[config.mk]
export PLATFORM = sky130hd
export DESIGN_NAME = ipv4_timeout_line_parser_core
export DESIGN_NICKNAME = d
export VERILOG_FILES = /design/src/design/ipv4tlp_pkg.sv /design/src/design/ipv4_timeout_line_parser_core.sv
export VERILOG_INCLUDE_DIRS = /design/src /design/src/design
export SDC_FILE = /design/constraint.sdc
export NUM_CORES = 1
export LEC_CHECK = 0
export ABC_AREA = 0
export BUFFER_PORTS_ARGS = -buffer_cell sky130_fd_sc_hd__buf_4
export CAP_MARGIN = 5
export CORE_MARGIN = 5
export CORE_UTILIZATION = 54
export DETAILED_ROUTE_END_ITERATION = 6
export PLACE_DENSITY = 0.78
export SYNTH_ARGS = -nofsm -noshare
export SYNTH_HDL_FRONTEND = slang
export SYNTH_SLANG_ARGS = --single-unit
[constraint.sdc]
create_clock -name clk -period 5.2 [get_ports clk]
set_input_delay 1.04 -clock clk [delete_from_list [all_inputs] [get_ports clk]]
set_output_delay 1.04 -clock clk [all_outputs]
set_load 0.05 [all_outputs]
[src/design/assert_macros.svh]
// ----------------------------------------------------------------------------
// Assertion macros
// Shared concurrent assertion forms, clocked on clk, disabled during reset.
// ----------------------------------------------------------------------------
`ifndef ASSERT_MACROS_SVH
`define ASSERT_MACROS_SVH

// expression holds at every edge
`define ASSERT_ALWAYS(lbl, expr, msg) \
	lbl: assert property (@(posedge clk) disable iff (!arst_n) (expr)) else $error(msg);

// same-cycle implication
`define ASSERT_IMPLIES(lbl, ante, cons, msg) \
	lbl: assert property (@(posedge clk) disable iff (!arst_n) (ante) |-> (cons)) \
		else $error(msg);

// next-cycle implication
`define ASSERT_NEXT(lbl, ante, cons, msg) \
	lbl: assert property (@(posedge clk) disable iff (!arst_n) (ante) |=> (cons)) \
		else $error(msg);

`endif

[src/design/ipv4tlp_pkg.sv]
// ----------------------------------------------------------------------------
// ipv4tlp_pkg
// Types and constants of the IPv4 timeout line parser.
// ----------------------------------------------------------------------------
`default_nettype none

package ipv4tlp_pkg;

	localparam int TMO_BITS = 32;

	localparam logic [7:0] CH_ZERO  = 8'h30;
	localparam logic [7:0] CH_NINE  = 8'h39;
	localparam logic [7:0] CH_DOT   = 8'h2E;
	localparam logic [7:0] CH_P     = 8'h50;
	localparam logic [7:0] CH_SPACE = 8'h20;
	localparam logic [7:0] CH_NL    = 8'h0A;

	localparam logic [8:0] OCTET_SAT  = 9'd256;
	localparam logic [1:0] LAST_OCTET = 2'd3;

	typedef enum logic [2:0] {
		PH_LEAD = 3'd0,
		PH_ADDR = 3'd1,
		PH_GAP  = 3'd2,
		PH_TMO  = 3'd3,
		PH_TAIL = 3'd4
	} phase_t;

	typedef enum logic [1:0] {
		KIND_ADDR  = 2'd0,
		KIND_PAUSE = 2'd1,
		KIND_BAD   = 2'd2
	} line_kind_t;

endpackage

`default_nettype wire

[src/design/ipv4_timeout_line_parser_core.sv]
// ----------------------------------------------------------------------------
// ipv4_timeout_line_parser_core
// Parses "[spaces] (P | a.b.c.d<sp>) [spaces] [timeout]" lines, one
// character per transfer, and gives one result per line.
// ----------------------------------------------------------------------------
//  channel  dir  tdata                      tuser           tlast
//  s_axis   in   [7:0] ch                   -               ends_text
//  m_axis   out  [31:0] ipv4_address,       [1:0] line_kind -
//                [63:32] timeout_value
//
//  One character per cycle while s_axis_tready is high; the line state updates at the transfer.
//  The result is registered and shows in the cycle after the transfer of the newline or the
//  character with tlast.
//  s_axis_tready drops only while a result waits and m_axis_tready is low.
//  Reset clears the line state and the result valid.
// ----------------------------------------------------------------------------
`default_nettype none

module ipv4_timeout_line_parser_core (
	input  wire logic        clk,
	input  wire logic        arst_n,
	input  wire logic        s_axis_tvalid,
	output logic             s_axis_tready,
	input  wire logic [7:0]  s_axis_tdata,   // [7:0] ch
	input  wire logic        s_axis_tlast,   // ends_text
	output logic             m_axis_tvalid,
	input  wire logic        m_axis_tready,
	output logic [63:0]      m_axis_tdata,   // [31:0] ipv4_address, [63:32] timeout_value
	output logic [1:0]       m_axis_tuser    // [1:0] line_kind
);
	import ipv4tlp_pkg::*;

	phase_t              phase_q;
	logic [1:0]          oct_idx_q;
	logic [8:0]          oct_val_q;
	logic                dig_seen_q;
	logic [31:0]         addr_q;
	logic [TMO_BITS-1:0] tmo_q;
	logic                pause_q;
	logic                bad_q;

	phase_t              p_phase;
	logic [1:0]          p_oct_idx;
	logic [8:0]          p_oct_val;
	logic                p_dig_seen;
	logic [31:0]         p_addr;
	logic [TMO_BITS-1:0] p_tmo;
	logic                p_pause;
	logic                p_bad;

	logic                s_fire;
	logic                is_nl, is_digit, is_space, is_sep, addr_step, emit, final_bad;
	logic [3:0]          dig;
	logic [11:0]         oct_mul;
	logic [8:0]          oct_sat;
	logic [TMO_BITS+3:0] tmo_mul;
	logic [TMO_BITS-1:0] tmo_sat;
	logic [TMO_BITS+31:0] tmo_ext;

	line_kind_t          kind_q;
	logic [31:0]         out_addr_q;
	logic [31:0]         out_tmo_q;
	logic                out_valid_q;

	assign s_axis_tready = !out_valid_q || m_axis_tready;
	assign s_fire        = s_axis_tvalid && s_axis_tready;

	assign is_nl    = s_axis_tdata == CH_NL;
	assign is_space = s_axis_tdata == CH_SPACE;
	assign is_digit = (s_axis_tdata >= CH_ZERO) && (s_axis_tdata <= CH_NINE);
	assign dig      = 4'(s_axis_tdata - CH_ZERO);
	assign is_sep   = ((oct_idx_q != LAST_OCTET) && (s_axis_tdata == CH_DOT)) ||
	                  ((oct_idx_q == LAST_OCTET) && is_space);

	assign oct_mul = {3'd0, oct_val_q} * 12'd10 + {8'd0, dig};
	assign oct_sat = (oct_mul > {3'd0, OCTET_SAT}) ? OCTET_SAT : oct_mul[8:0];

	assign tmo_mul = ({4'd0, tmo_q} << 3) + ({4'd0, tmo_q} << 1) + {{TMO_BITS{1'b0}}, dig};
	assign tmo_sat = (tmo_mul[TMO_BITS+3:TMO_BITS] != 4'd0) ? {TMO_BITS{1'b1}}
	                                                        : tmo_mul[TMO_BITS-1:0];

	always_comb begin
		p_phase    = phase_q;
		p_oct_idx  = oct_idx_q;
		p_oct_val  = oct_val_q;
		p_dig_seen = dig_seen_q;
		p_addr     = addr_q;
		p_tmo      = tmo_q;
		p_pause    = pause_q;
		p_bad      = bad_q;
		addr_step  = 1'b0;
		if (!is_nl) begin
			unique case (phase_q)
				PH_LEAD: begin
					if (is_space) begin
					end else if (s_axis_tdata == CH_P) begin
						p_pause = 1'b1;
						p_phase = PH_GAP;
					end else begin
						p_phase   = PH_ADDR;
						addr_step = 1'b1;
					end
				end
				PH_ADDR: addr_step = 1'b1;
				PH_GAP: begin
					if (is_space) begin
					end else if (is_digit) begin
						p_tmo   = tmo_sat;
						p_phase = PH_TMO;
					end else begin
						p_phase = PH_TAIL;
					end
				end
				PH_TMO: begin
					if (is_digit) begin
						p_tmo = tmo_sat;
					end else begin
						p_phase = PH_TAIL;
					end
				end
				default: begin
				end
			endcase
			if (addr_step) begin
				if (is_digit) begin
					p_oct_val  = oct_sat;
					p_dig_seen = 1'b1;
				end else if (is_sep) begin
					if (!dig_seen_q || oct_val_q[8]) begin
						p_bad   = 1'b1;
						p_phase = PH_TAIL;
					end else begin
						p_addr     = {addr_q[23:0], oct_val_q[7:0]};
						p_oct_val  = 9'd0;
						p_dig_seen = 1'b0;
						if (oct_idx_q == LAST_OCTET) begin
							p_phase = PH_GAP;
						end else begin
							p_oct_idx = oct_idx_q + 2'd1;
						end
					end
				end else begin
					p_bad   = 1'b1;
					p_phase = PH_TAIL;
				end
			end
		end
	end

	assign emit      = is_nl || s_axis_tlast;
	assign final_bad = p_bad || (p_phase == PH_LEAD) || (p_phase == PH_ADDR);
	assign tmo_ext   = {32'd0, p_tmo};

	always_ff @(posedge clk or negedge arst_n) begin
		if (!arst_n) begin
			phase_q    <= PH_LEAD;
			oct_idx_q  <= 2'd0;
			oct_val_q  <= 9'd0;
			dig_seen_q <= 1'b0;
			addr_q     <= 32'd0;
			tmo_q      <= '0;
			pause_q    <= 1'b0;
			bad_q      <= 1'b0;
		end else if (s_fire) begin
			if (emit) begin
				phase_q    <= PH_LEAD;
				oct_idx_q  <= 2'd0;
				oct_val_q  <= 9'd0;
				dig_seen_q <= 1'b0;
				addr_q     <= 32'd0;
				tmo_q      <= '0;
				pause_q    <= 1'b0;
				bad_q      <= 1'b0;
			end else begin
				phase_q    <= p_phase;
				oct_idx_q  <= p_oct_idx;
				oct_val_q  <= p_oct_val;
				dig_seen_q <= p_dig_seen;
				addr_q     <= p_addr;
				tmo_q      <= p_tmo;
				pause_q    <= p_pause;
				bad_q      <= p_bad;
			end
		end
	end

	always_ff @(posedge clk or negedge arst_n) begin
		if (!arst_n) begin
			out_valid_q <= 1'b0;
		end else if (s_fire && emit) begin
			out_valid_q <= 1'b1;
		end else if (m_axis_tready) begin
			out_valid_q <= 1'b0;
		end
	end

	always_ff @(posedge clk) begin
		if (s_fire && emit) begin
			if (final_bad) begin
				kind_q     <= KIND_BAD;
				out_addr_q <= 32'd0;
				out_tmo_q  <= 32'd0;
			end else begin
				kind_q     <= p_pause ? KIND_PAUSE : KIND_ADDR;
				out_addr_q <= p_pause ? 32'd0 : p_addr;
				out_tmo_q  <= tmo_ext[31:0];
			end
		end
	end

	assign m_axis_tvalid = out_valid_q;
	assign m_axis_tdata  = {out_tmo_q, out_addr_q};
	assign m_axis_tuser  = kind_q;

`include "assert_macros.svh"

	`ASSERT_IMPLIES(a_bad_zero, m_axis_tvalid && (m_axis_tuser == KIND_BAD),
		m_axis_tdata == 64'd0, "malformed line with nonzero payload")
	`ASSERT_IMPLIES(a_pause_addr, m_axis_tvalid && (m_axis_tuser == KIND_PAUSE),
		m_axis_tdata[31:0] == 32'd0, "pause entry with nonzero address")
	`ASSERT_NEXT(a_nl_clears, s_fire && is_nl,
		(phase_q == PH_LEAD) && (oct_idx_q == 2'd0) && !bad_q && !pause_q,
		"line state not cleared after newline")
	`ASSERT_IMPLIES(a_rise_src, $rose(out_valid_q), $past(s_fire && emit),
		"result appeared without a terminating transfer")
	`ASSERT_ALWAYS(a_oct_range, oct_val_q <= OCTET_SAT, "octet value above saturation")

endmodule

`default_nettype wire

==> impl_results.md, run 1 <==
- Status: completed
- Synth Warn #: 0
- Fin crit share: about 92%
- Largest net degree at the start of global routing: between 80 and 90
- Hold depth: 1
- First-pass GRT wire length: ~41 mm
- Postcts setup bufs: 0
- DP Wirelength: 17.65 mm
- Post-synth EDFFs: 66
- Initial antenna violation count: 0
- Cell Area, Synth: roughly 0.0095 mm²
- Fmax: ~210 MHz
- Worst r2r path cells: 12
- DRT iter0 DRCs: approximately 950
- Slew Limit Fails: 0
- Share of cells above drive strength 1: between 10 and 15%
- GP Congestion: between 0.9 and 1
- Max Fanout on Critical Path: 21
- Fin nets: roughly 1100
- Final ANT Viol Nets: 0
- Max Root-Sink Buffers: 2
- Yosys reg bits: approximately 150
- CP Data Arrival Time: 4.92 ns
- CP Launch Type: primary input
- Critical Path Max Stage Delay: around 0.53 ns
- Total CTS buffers: 17
- Slowest cell on the critical path: or4_4
- Overall Power: approximately 2.9 mW
- Commonest cells post-synth: 148 x nand2_1, 89 x a21oi_1, 82 x dfrtp_1
- DRC Markers: 0
- Final hold slack: 0.4965 ns
- Skew-Pair Late Insertion Delay: between 0.4 and 0.5 ns
- # port buffers: 80
- Row count: 48
- Clock slew at the register clock pins of the worst setup and hold paths: roughly 0.070 ns
- Number of global-route vias before repair: 7825
- Core area: approximately 0.017 mm²
- Asr flop ratio synth: 55.41%
- RSZ-0062 raised after global routing: no
- Most frequent cell after synthesis: nand2_1
- Worst Clk Skew: 0.007824 ns
- Syn nets: approximately 1100
- Final setup viols: 0
- CTS sink count: 148
- Clock tree from TritonCTS: done
- Initial core utilization: between 50% and 60%
- Most area-consuming cells after synthesis: dfrtp_1 22%, edfxtp_1 21%, ha_1 11%
- Max_slew headroom: between 20% and 30%
- Die ar.: between 0.02 and 0.025 mm²
- Area grow syn2layout: 14.87%
- Setup CP Type: primary input to flop
- Io pins: 81
- Critical path depth: 13
- CP bufs+invs: 2
- Cell chain of the critical path: buf_4 -> fa_1 -> ha_1 -> a211oi_1 -> o21ai_1 -> nand4_1 -> a21oi_1 -> o21ai_0 -> o211a_1 -> or4_4 -> buf_4 -> nor2_1 -> a21oi_1
- Post-synthesis sequential area ratio: 42.42%
- Max cap viols: 0
- Routed len/inst: just under 20 µm
- Setup TNS: 0 ns
- Final critical-path required period: around 4.8 ns
- Total wire length: between 20 and 30 mm
- Syn Area/Cell: approximately 9.6 µm²
- Die Height: around 140 µm
- Area leader, netlist: dfrtp_1
- Worst slew pin tran: around 1.2 ns
- Leakage power total: between 4 and 5 nW
- Min-Delay Path Class: flop to flop
- Synth Flop Type: dfrtp_1
- Vias per cell: between 6 and 7
- PD cells: 269.3 mW/mm²
- Hold buffer count at CTS: 0
- Critical path endpoint category: flop
- Fill count: ~1400
- Antenna diode count: 0
- Worst vdd ir: 0.2365 mV
- Req. time, crit path: 5.35 ns
- Vias post-DR: roughly 8400
- Total track usage: about a quarter
- GRT overflow: 0
- Gate Count Post-Synth: a little under 1000
- Detailed Routing Iterations Pass 1: 5
- Cts repair resizes: 0
- Placed cell area: just over 0.01 mm²
- Die width: roughly 140 µm
- Finished Cell Area: about 0.011 mm²
- Clock Tree Root: clkbuf_16
- Top-area cell type share of the netlist area: a little over a fifth
- Htree depth: 4
- Synth cell types: between 70 and 80
- Fin. Hold Viols: 0
- Crit-path leading delay family: compound AO/OA/AOI/OAI gates
-- path summary, 6_finish.rpt --
path / from / slack, ns / endpoint
max reg2reg: tmo_q[0] / 0.76 / out_tmo_q[22]
min in group asynchronous: arst_n / 0.77 / tmo_q[13]
min reg2reg: oct_idx_q[1] / 0.50 / oct_idx_q[1]
max: s_axis_tdata[3] / 0.43 / out_tmo_q[22]
min: oct_idx_q[1] / 0.50 / oct_idx_q[1]
max in group asynchronous: arst_n / 3.68 / tmo_q[5]
-- area by class of cell --
type	count	area, µm²	share of cell area (%)
Clock buffer	18	429.2	3.929
Multi-Input combinational cell	765	5174	47.36
Sequential cell	148	4034	36.93
Tap cell	225	281.5	2.577
Clock inverter	14	185.2	1.695
Timing Repair Buffer	93	723.2	6.620
Inverter	26	97.59	0.8934
-- layer usage --
metal,global-route usage (%),up-vias,share of wire [%]
met4,7.704,0,2.3
met2,37.59,352,45
met3,5.090,45,7.6
met5,0,-,0
met1,35.90,4146,45
li1,-,3852,-
-- layout by cell type (no fill, tap or decap), types with 16 or more instances in the layout --
cell / Yosys / layout
a211oi_1: 26 / 26
a21oi_1: 89 / 89
a22o_1: 32 / 32
buf_4: 0 / 91
clkbuf_16: 0 / 17
dfrtp_1: 82 / 82
edfxtp_1: 66 / 66
ha_1: 81 / 81
inv_1: 26 / 25
nand2_1: 148 / 148
nand3_1: 18 / 18
nor2_1: 64 / 63
nor3_1: 18 / 17
o21a_1: 16 / 16
o21ai_0: 68 / 68
o221a_1: 20 / 20
xnor2_1: 22 / 22
-- stage by stage --
stage                     utilization [%]  cells  setup WS [ns]
after global placement              59.61   1257         0.2974
final                               63.16   1289         0.4284
after global routing                63.16   1289         0.2109
after floorplan                         -    991         0.7015
after CTS                           63.16   1289         0.5611
after detailed placement            59.61   1257        0.09099
-- state kept, by name (all words and copies together), names as in the netlist --
signal and flops:
out_addr_q 32, m_axis_tuser 2, oct_idx_q 2, oct_val_q 9, dig_seen_q 1, addr_q 32
m_axis_tvalid 1, bad_q 1, tmo_q 32, out_tmo_q 32, pause_q 1, phase_q 3
-- logic make-up (layout without fill, tap and decap cells) --
kind of cell | Yosys count | count (layout) | synth area share [%]
and+or+nand+nor | 300 | 300 | 14.09
AOI/OAI and AO/OA | 347 | 347 | 25.51
xor gates and xnor gates | 30 | 30 | 2.763
adders and majority gates | 85 | 85 | 11.50
muxes | 3 | 3 | 0.3420
DFF | 148 | 148 | 42.42
buffers and inverters | 78 | 151 | 3.381
-- power breakdown --
group          leakage [nW]  internal (mW)  switching [mW]
Clock                 0.300          0.732           0.545
Sequential             1.77           1.26          0.0326
Combinational          2.77          0.106           0.270
Total                  4.83           2.09           0.847
No activity file was read; power rests on OpenSTA's default activity.
==> run 2, diff against run 1 <==
==> constraint.sdc (replaced) <==
create_clock -name clk -period 5.81 [get_ports clk]
set_input_delay 1.162 -clock clk [delete_from_list [all_inputs] [get_ports clk]]
set_output_delay 1.162 -clock clk [all_outputs]
set_load 0.05 [all_outputs]
==> run 2 against run 1 <==
Compared with the run above: final cell count hardly changed; global-route usage is 0.14 points higher; clock power is 13% lower; wire length is 0.13% higher; setup slack better by 0.55 ns; non-clock buffer count is 1 higher.
==> impl_results.md, run 2 (synthesis gave the netlist of run 1 again) <==
- Status: completed
- Skew-Pair Late Insertion Delay: about 0.44 ns
- Total wire length: around 25 mm
- Req. time, crit path: approximately 6 ns
- Share of cells above drive strength 1: around 14%
- Initial core utilization: a little over half
- CP Launch Type: primary input
- Setup TNS: 0 ns
- Setup CP Type: primary input to flop
- Placed cell area: 0.01030 mm²
- Cts repair resizes: 0
- Gate power share: 12.9%
- DP Wirelength: between 15 and 20 mm
- Final core occ: 63.12%
- Multi-input gate area: 0.005174 mm²
- Commonest non-fill, non-tap cells in the layout: 148 x nand2_1, 93 x buf_4, 89 x a21oi_1
- RSZ-0062 raised after global routing: no
- Final ANT Viol Nets: 0
- Detailed Routing Iterations Pass 1: 5
- Fin nets: 1150
- Worst r2r path cells: 10
- Fill count: around 1400
- Die ar.: roughly 0.020 mm²
- Worst vdd ir: around 0.22 mV
- Io pins: 81
- Max cap viols: 0
- Fin crit share: around 83%
- Clock tree from TritonCTS: done
- Final worst slack: slightly below 1 ns
- # port buffers: 80
- Final setup viols: 0
- Sw Ratio: 30.68%
- Fmax: 207.0 MHz
- Clock slew at the register clock pins of the worst setup and hold paths: approximately 0.070 ns
- Fin. Hold Viols: 0
- Sequential share of power: roughly 44%
- Finished Cell Area: 0.01092 mm²
- Htree depth: 4
- Vias post-DR: approximately 8300
- Worst slew pin tran: roughly 1.3 ns
- Commonest non-fill, non-tap cell in the layout: nand2_1
- Slew Limit Fails: 0
- Area grow syn2layout: 14.80%
- Core area: ~0.017 mm²
- Routed len/inst: between 15 and 20 µm
- DRT iter0 DRCs: about 900
- GP Congestion: between 0.9 and 1
- Max_slew headroom: about an eighth
- Pint: ~1.8 mW
- CTS sink count: 148
- Critical path endpoint category: flop
- DRC Markers: 0
- GRT overflow: 0
- Final critical-path required period: approximately 4.8 ns
- First-pass GRT wire length: approximately 40 mm
- Max Fanout on Critical Path: 22
- Min-Delay Path Class: flop to flop
- Hold buffer count at CTS: 0
- Antenna diode count: 0
- Total CTS buffers: 17
- Register area: between 0.004 and 0.005 mm²
- Worst Clk Skew: 0.01005 ns
- Hold depth: 2
- Die width: around 140 µm
- Dpl ws: between 0.5 and 0.6 ns
- PD cells: 238.1 mW/mm²
- Clock Power Share: 42.7%
- CP Data Arrival Time: ~5 ns
- Initial antenna violation count: 0
- Clock Tree Root: clkbuf_16
- Total track usage: about a quarter
- Row count: 48
- Switch Pwr: around 800 µW
- Max Root-Sink Buffers: 2
- Leakage power total: 4.824 nW
- Number of global-route vias before repair: 7879
- Largest net degree at the start of global routing: 60
- Die Height: between 100 and 150 µm
- Vias per cell: about 6.4
- Postcts setup bufs: 0
-- run 2: cell count changes in the layout (fill, tap and decap cells not counted), moves of 2 or more --
cell	previous run	this run
inv_6	6	1
clkinv_8	2	6
inv_8	2	5
buf_4	91	93
bufinv_16	2	0
-- run 2: worst paths after layout --
| path | from | end | slack, ns |
|---|---|---|---|
| setup / recovery | s_axis_tdata[3] | out_tmo_q[27] | 0.98 |
| hold / removal | pause_q | pause_q | 0.50 |
| setup reg to reg | tmo_q[20] | out_tmo_q[27] | 1.36 |
| hold reg to reg | pause_q | pause_q | 0.50 |
| max in group asynchronous | arst_n | tmo_q[30] | 4.10 |
| min in group asynchronous | arst_n | tmo_q[13] | 0.63 |
-- run 2: cell type report --
| class | count | area share, % |
|---|---|---|
| repair buffers | 94 | 6.578 |
| inverters | 26 | 0.8939 |
| well taps | 225 | 2.578 |
| flip-flops and latches | 148 | 36.95 |
| clock buffers | 17 | 3.896 |
| clock inverters | 15 | 1.719 |
| multi-input cells | 765 | 47.39 |
-- run 2: metrics by stage --
stage | hold WS, ns | instances | total power [mW]
global route | 0.5333 | 1290 | 2.677
finish | 0.5040 | 1290 | 2.600
global placement | 0.4807 | 1258 | 1.502
detailed placement | 0.4849 | 1258 | 1.506
CTS | 0.5035 | 1290 | 2.609
floorplan | 0.4528 | 991 | 1.392
-- run 2: worst max-delay path, cell delays in order --
cell and delay (ns):
buf_4 0.15, fa_1 0.52, ha_1 0.33, a211oi_1 0.09
o21ai_1 0.22, nand4_1 0.23, a21oi_1 0.33, o21ai_0 0.17
o211a_1 0.32, or4_4 0.71, or2_1 0.29, buf_4 0.22
o221a_1 0.25
-- run 2: power by group through the flow --
stage                     clock, mW  sequential [mW]  combinational (mW)
after floorplan                   0             1.23               0.165
after global placement            0             1.17               0.329
after detailed placement          0             1.17               0.333
after CTS                      1.12             1.15               0.335
after global routing           1.16             1.16               0.360
final                          1.11             1.15               0.336
-- run 2: metal layers --
metal  wire length [µm]  global-route usage (%)
met5                  0                       0
met4                620                   8.604
met3               1749                   4.454
met2              11560                   37.73
met1              11390                   36.24
==> run 3, diff against run 2 <==
--- a/config.mk
+++ b/config.mk
@@ -6,13 +6,13 @@
 export SDC_FILE = /design/constraint.sdc
 export NUM_CORES = 1
 export LEC_CHECK = 0
-export ABC_AREA = 0
+export ABC_AREA = 1
 export BUFFER_PORTS_ARGS = -buffer_cell sky130_fd_sc_hd__buf_4
 export CAP_MARGIN = 5
 export CORE_MARGIN = 5
 export CORE_UTILIZATION = 54
 export DETAILED_ROUTE_END_ITERATION = 6
-export PLACE_DENSITY = 0.78
+export PLACE_DENSITY = 0.81
 export SYNTH_ARGS = -nofsm -noshare
 export SYNTH_HDL_FRONTEND = slang
 export SYNTH_SLANG_ARGS = --single-unit
==> constraint.sdc (replaced) <==
create_clock -name clk -period 3.88 [get_ports clk]
set_input_delay 0.776 -clock clk [delete_from_list [all_inputs] [get_ports clk]]
set_output_delay 0.776 -clock clk [all_outputs]
set_load 0.05 [all_outputs]
==> run 3 against run 2 <==
Compared with the run above: utilization shrank 1.2 points; synthesized cell count up 48%; total power rose by 51%; clock skew increased by 0.00078 ns; clock power grew 51%; non-clock buffer count increased by 5; die area up 14%; register-to-register slack worse by 0.79 ns; largest cell class unchanged; largest power group unchanged; highest routed layer unchanged.
==> impl_results.md, run 3 <==
- Routed len/inst: roughly 16 µm
- GRT overflow: 0
- Area grow syn2layout: 13.46%
- Clock Tree Root: clkbuf_16
- Row count: 52
- Die width: around 150 µm
- Area leader, netlist: dfrtp_1
- Largest net degree at the start of global routing: 66
- Skew-Pair Late Insertion Delay: between 0.4 and 0.5 ns
- Largest family of logic cells by synthesized area: simple AND/OR/NAND/NOR gates
- RSZ-0062 raised after global routing: no
- Gate Count Post-Synth: approximately 1500
- Final worst slack: 0.5174 ns
- Commonest non-fill, non-tap cells in the layout: 490 x nand2_1, 195 x inv_1, 96 x nor2_1
- Worst Clk Skew: ~0.011 ns
- Worst slew pin tran: roughly 1.3 ns
- DP Wirelength: 20.37 mm
- Total CTS buffers: 17
- CP Launch Type: primary input
- Final core occ: a little over 60%
- Fin. Hold Viols: 0
- Initial antenna violation count: 0
- Hold buffer count at CTS: 0
- Leakage power total: roughly 6.4 nW
- CP Data Arrival Time: ~3.5 ns
- Post-synthesis xor/xnor area fraction: under 10%
- Synth Flop Type: dfrtp_1
- Io pins: around 80
- Min-Delay Path Class: primary input to async pin
- Final setup viols: 0
- Htree depth: 4
- Cell Area, Synth: 0.01098 mm²
- Max_slew headroom: between 10% and 20%
- Post-Synth Adder-Cell Area: under 10%
- Max Fanout on Critical Path: 25
- Setup CP Type: primary input to flop
- Die Height: about 150 µm
- GP Congestion: approximately 0.97
- Synth cell types: 46
- Worst r2r path cells: 18
- DRT iter0 DRCs: 754
- Clock tree from TritonCTS: done
- DRC Markers: 0
- Setup TNS: 0 ns
- PD cells: between 300 and 400 mW/mm²
- Overall Power: a little under 4 mW
- CTS sink count: 148
- Yosys reg bits: about 150
- Clock slew at the register clock pins of the worst setup and hold paths: 0.07 ns
- Total wire length: roughly 28 mm
- Antenna diode count: 0
- Number of global-route vias before repair: between 9000 and 10000
- Dpl cells: 1787
- Area share of and/or/nand/nor cells after synthesis: a little under a third
- Final hold slack: between 0.3 and 0.4 ns
- Syn Area/Cell: approximately 7.5 µm²
- Max Root-Sink Buffers: 2
- Req. time, crit path: about 4.0 ns
- Vias per cell: about 5.5
- Status: completed
- Final ANT Viol Nets: 0
- Most area-consuming cells after synthesis: dfrtp_1 19%, edfxtp_1 18%, nand2_1 17%
- Share of cells above drive strength 1: 14.98%
- Dpl ws: slightly above 0.09 ns
- Post-synth EDFFs: 66
- Post-Layout Cell Count: around 1800
- Fin crit share: a little under 90%
- Die ar.: between 0.02 and 0.025 mm²
- Fmax: 297.4 MHz
- Vias post-DR: roughly 10000
- Slew Limit Fails: 0
- Synth Warn #: 0
- Top-area cell type share of the netlist area: roughly a fifth
- Max cap viols: 0
- Most frequent cell after synthesis: nand2_1
- First-pass GRT wire length: about 47 mm
- Compound-Gate Fraction of Synth Area: about a tenth
- Detailed Routing Iterations Pass 1: 5
- Syn nets: approximately 1600
- Critical path endpoint category: flop
- Commonest non-fill, non-tap cell in the layout: nand2_1
- Finished Cell Area: between 0.01 and 0.015 mm²
- Mux cell area share after synthesis: 0%
- # port buffers: 80
- Core area: between 0.02 and 0.025 mm²
- Cts repair resizes: 0
- Worst vdd ir: about 0.34 mV
- Post-synthesis sequential area ratio: between 30 and 40%
- Postcts setup bufs: 0
- Total track usage: between 20 and 25%
- Initial core utilization: a little over half
- Commonest cells post-synth: 490 x nand2_1, 196 x inv_1, 97 x nor2_1
- Asr flop ratio synth: between 50 and 60%
- Fin nets: about 1600
- Placed cell area: approximately 0.012 mm²
- Final critical-path required period: around 3.4 ns
[run 3: cell types whose count changed after synthesis, sizes merged, moves of 22 or more]
cell    delta
a31oi     +25
inv      +180
o22ai     +30
o221a     -24
nand3     +77
nor2      +40
a22o      -32
a211oi    -26
nand2    +352
o21ai     -22
[run 3: logic make-up after synthesis]
kind of cell | after synthesis
XOR/XNOR | 32
AND/OR/NAND/NOR | 742
flip-flops | 148
AO/OA/AOI/OAI | 203
buffers and inverters | 255
adder cells (fa/ha/maj) | 85
[run 3: path summary, 6_finish.rpt]
check / startpoint / endpoint / slack [ns]
max: s_axis_tdata[3] / out_tmo_q[29] / 0.52
min: arst_n / tmo_q[10] / 0.35
max reg2reg: tmo_q[0] / out_tmo_q[29] / 0.57
min reg2reg: oct_idx_q[1] / oct_idx_q[1] / 0.49
max in group asynchronous: arst_n / dig_seen_q / 2.75
min in group clk: oct_idx_q[1] / oct_idx_q[1] / 0.49
[run 3: worst max-delay path, stage by stage]
cell and delay, ns:
buf_4 0.15, fa_1 0.56, inv_1 0.06, fa_1 0.44, inv_1 0.09, nand2_1 0.07
nand2_1 0.08, nand3_1 0.09, nand2_1 0.12, nand2_1 0.07, nand2_2 0.10, nand2_1 0.08
nand3_1 0.09, inv_1 0.08, nor2_4 0.14, buf_12 0.23, nand3_2 0.11, nand3_2 0.08
a21oi_1 0.07
[run 3: final cells by class]
cell class | count | area (µm²)
sequential | 148 | 4034
tap | 270 | 337.8
clock buffer | 18 | 439.2
multi-input combinational | 1062 | 5909
inverter | 208 | 780.7
clock inverter | 14 | 158.9
timing repair buffer | 99 | 793.3
fill | 1740 | 7651
[run 3: where the power goes]
part           internal [mW]  leakage (nW)  switching (mW)
registers               1.68          1.77          0.0227
logic                  0.136          4.37           0.413
clock network          0.932         0.289           0.746
[run 3: routing by layer]
metal  track usage, %  vias to the layer above  part of all wire [%]
met1            29.91                     4600                    41
met3            3.863                       84                   5.2
met4            9.673                        0                   3.3
met2            42.74                      353                    51
met5                0                        -                     0
li1                 -                     4928                     -
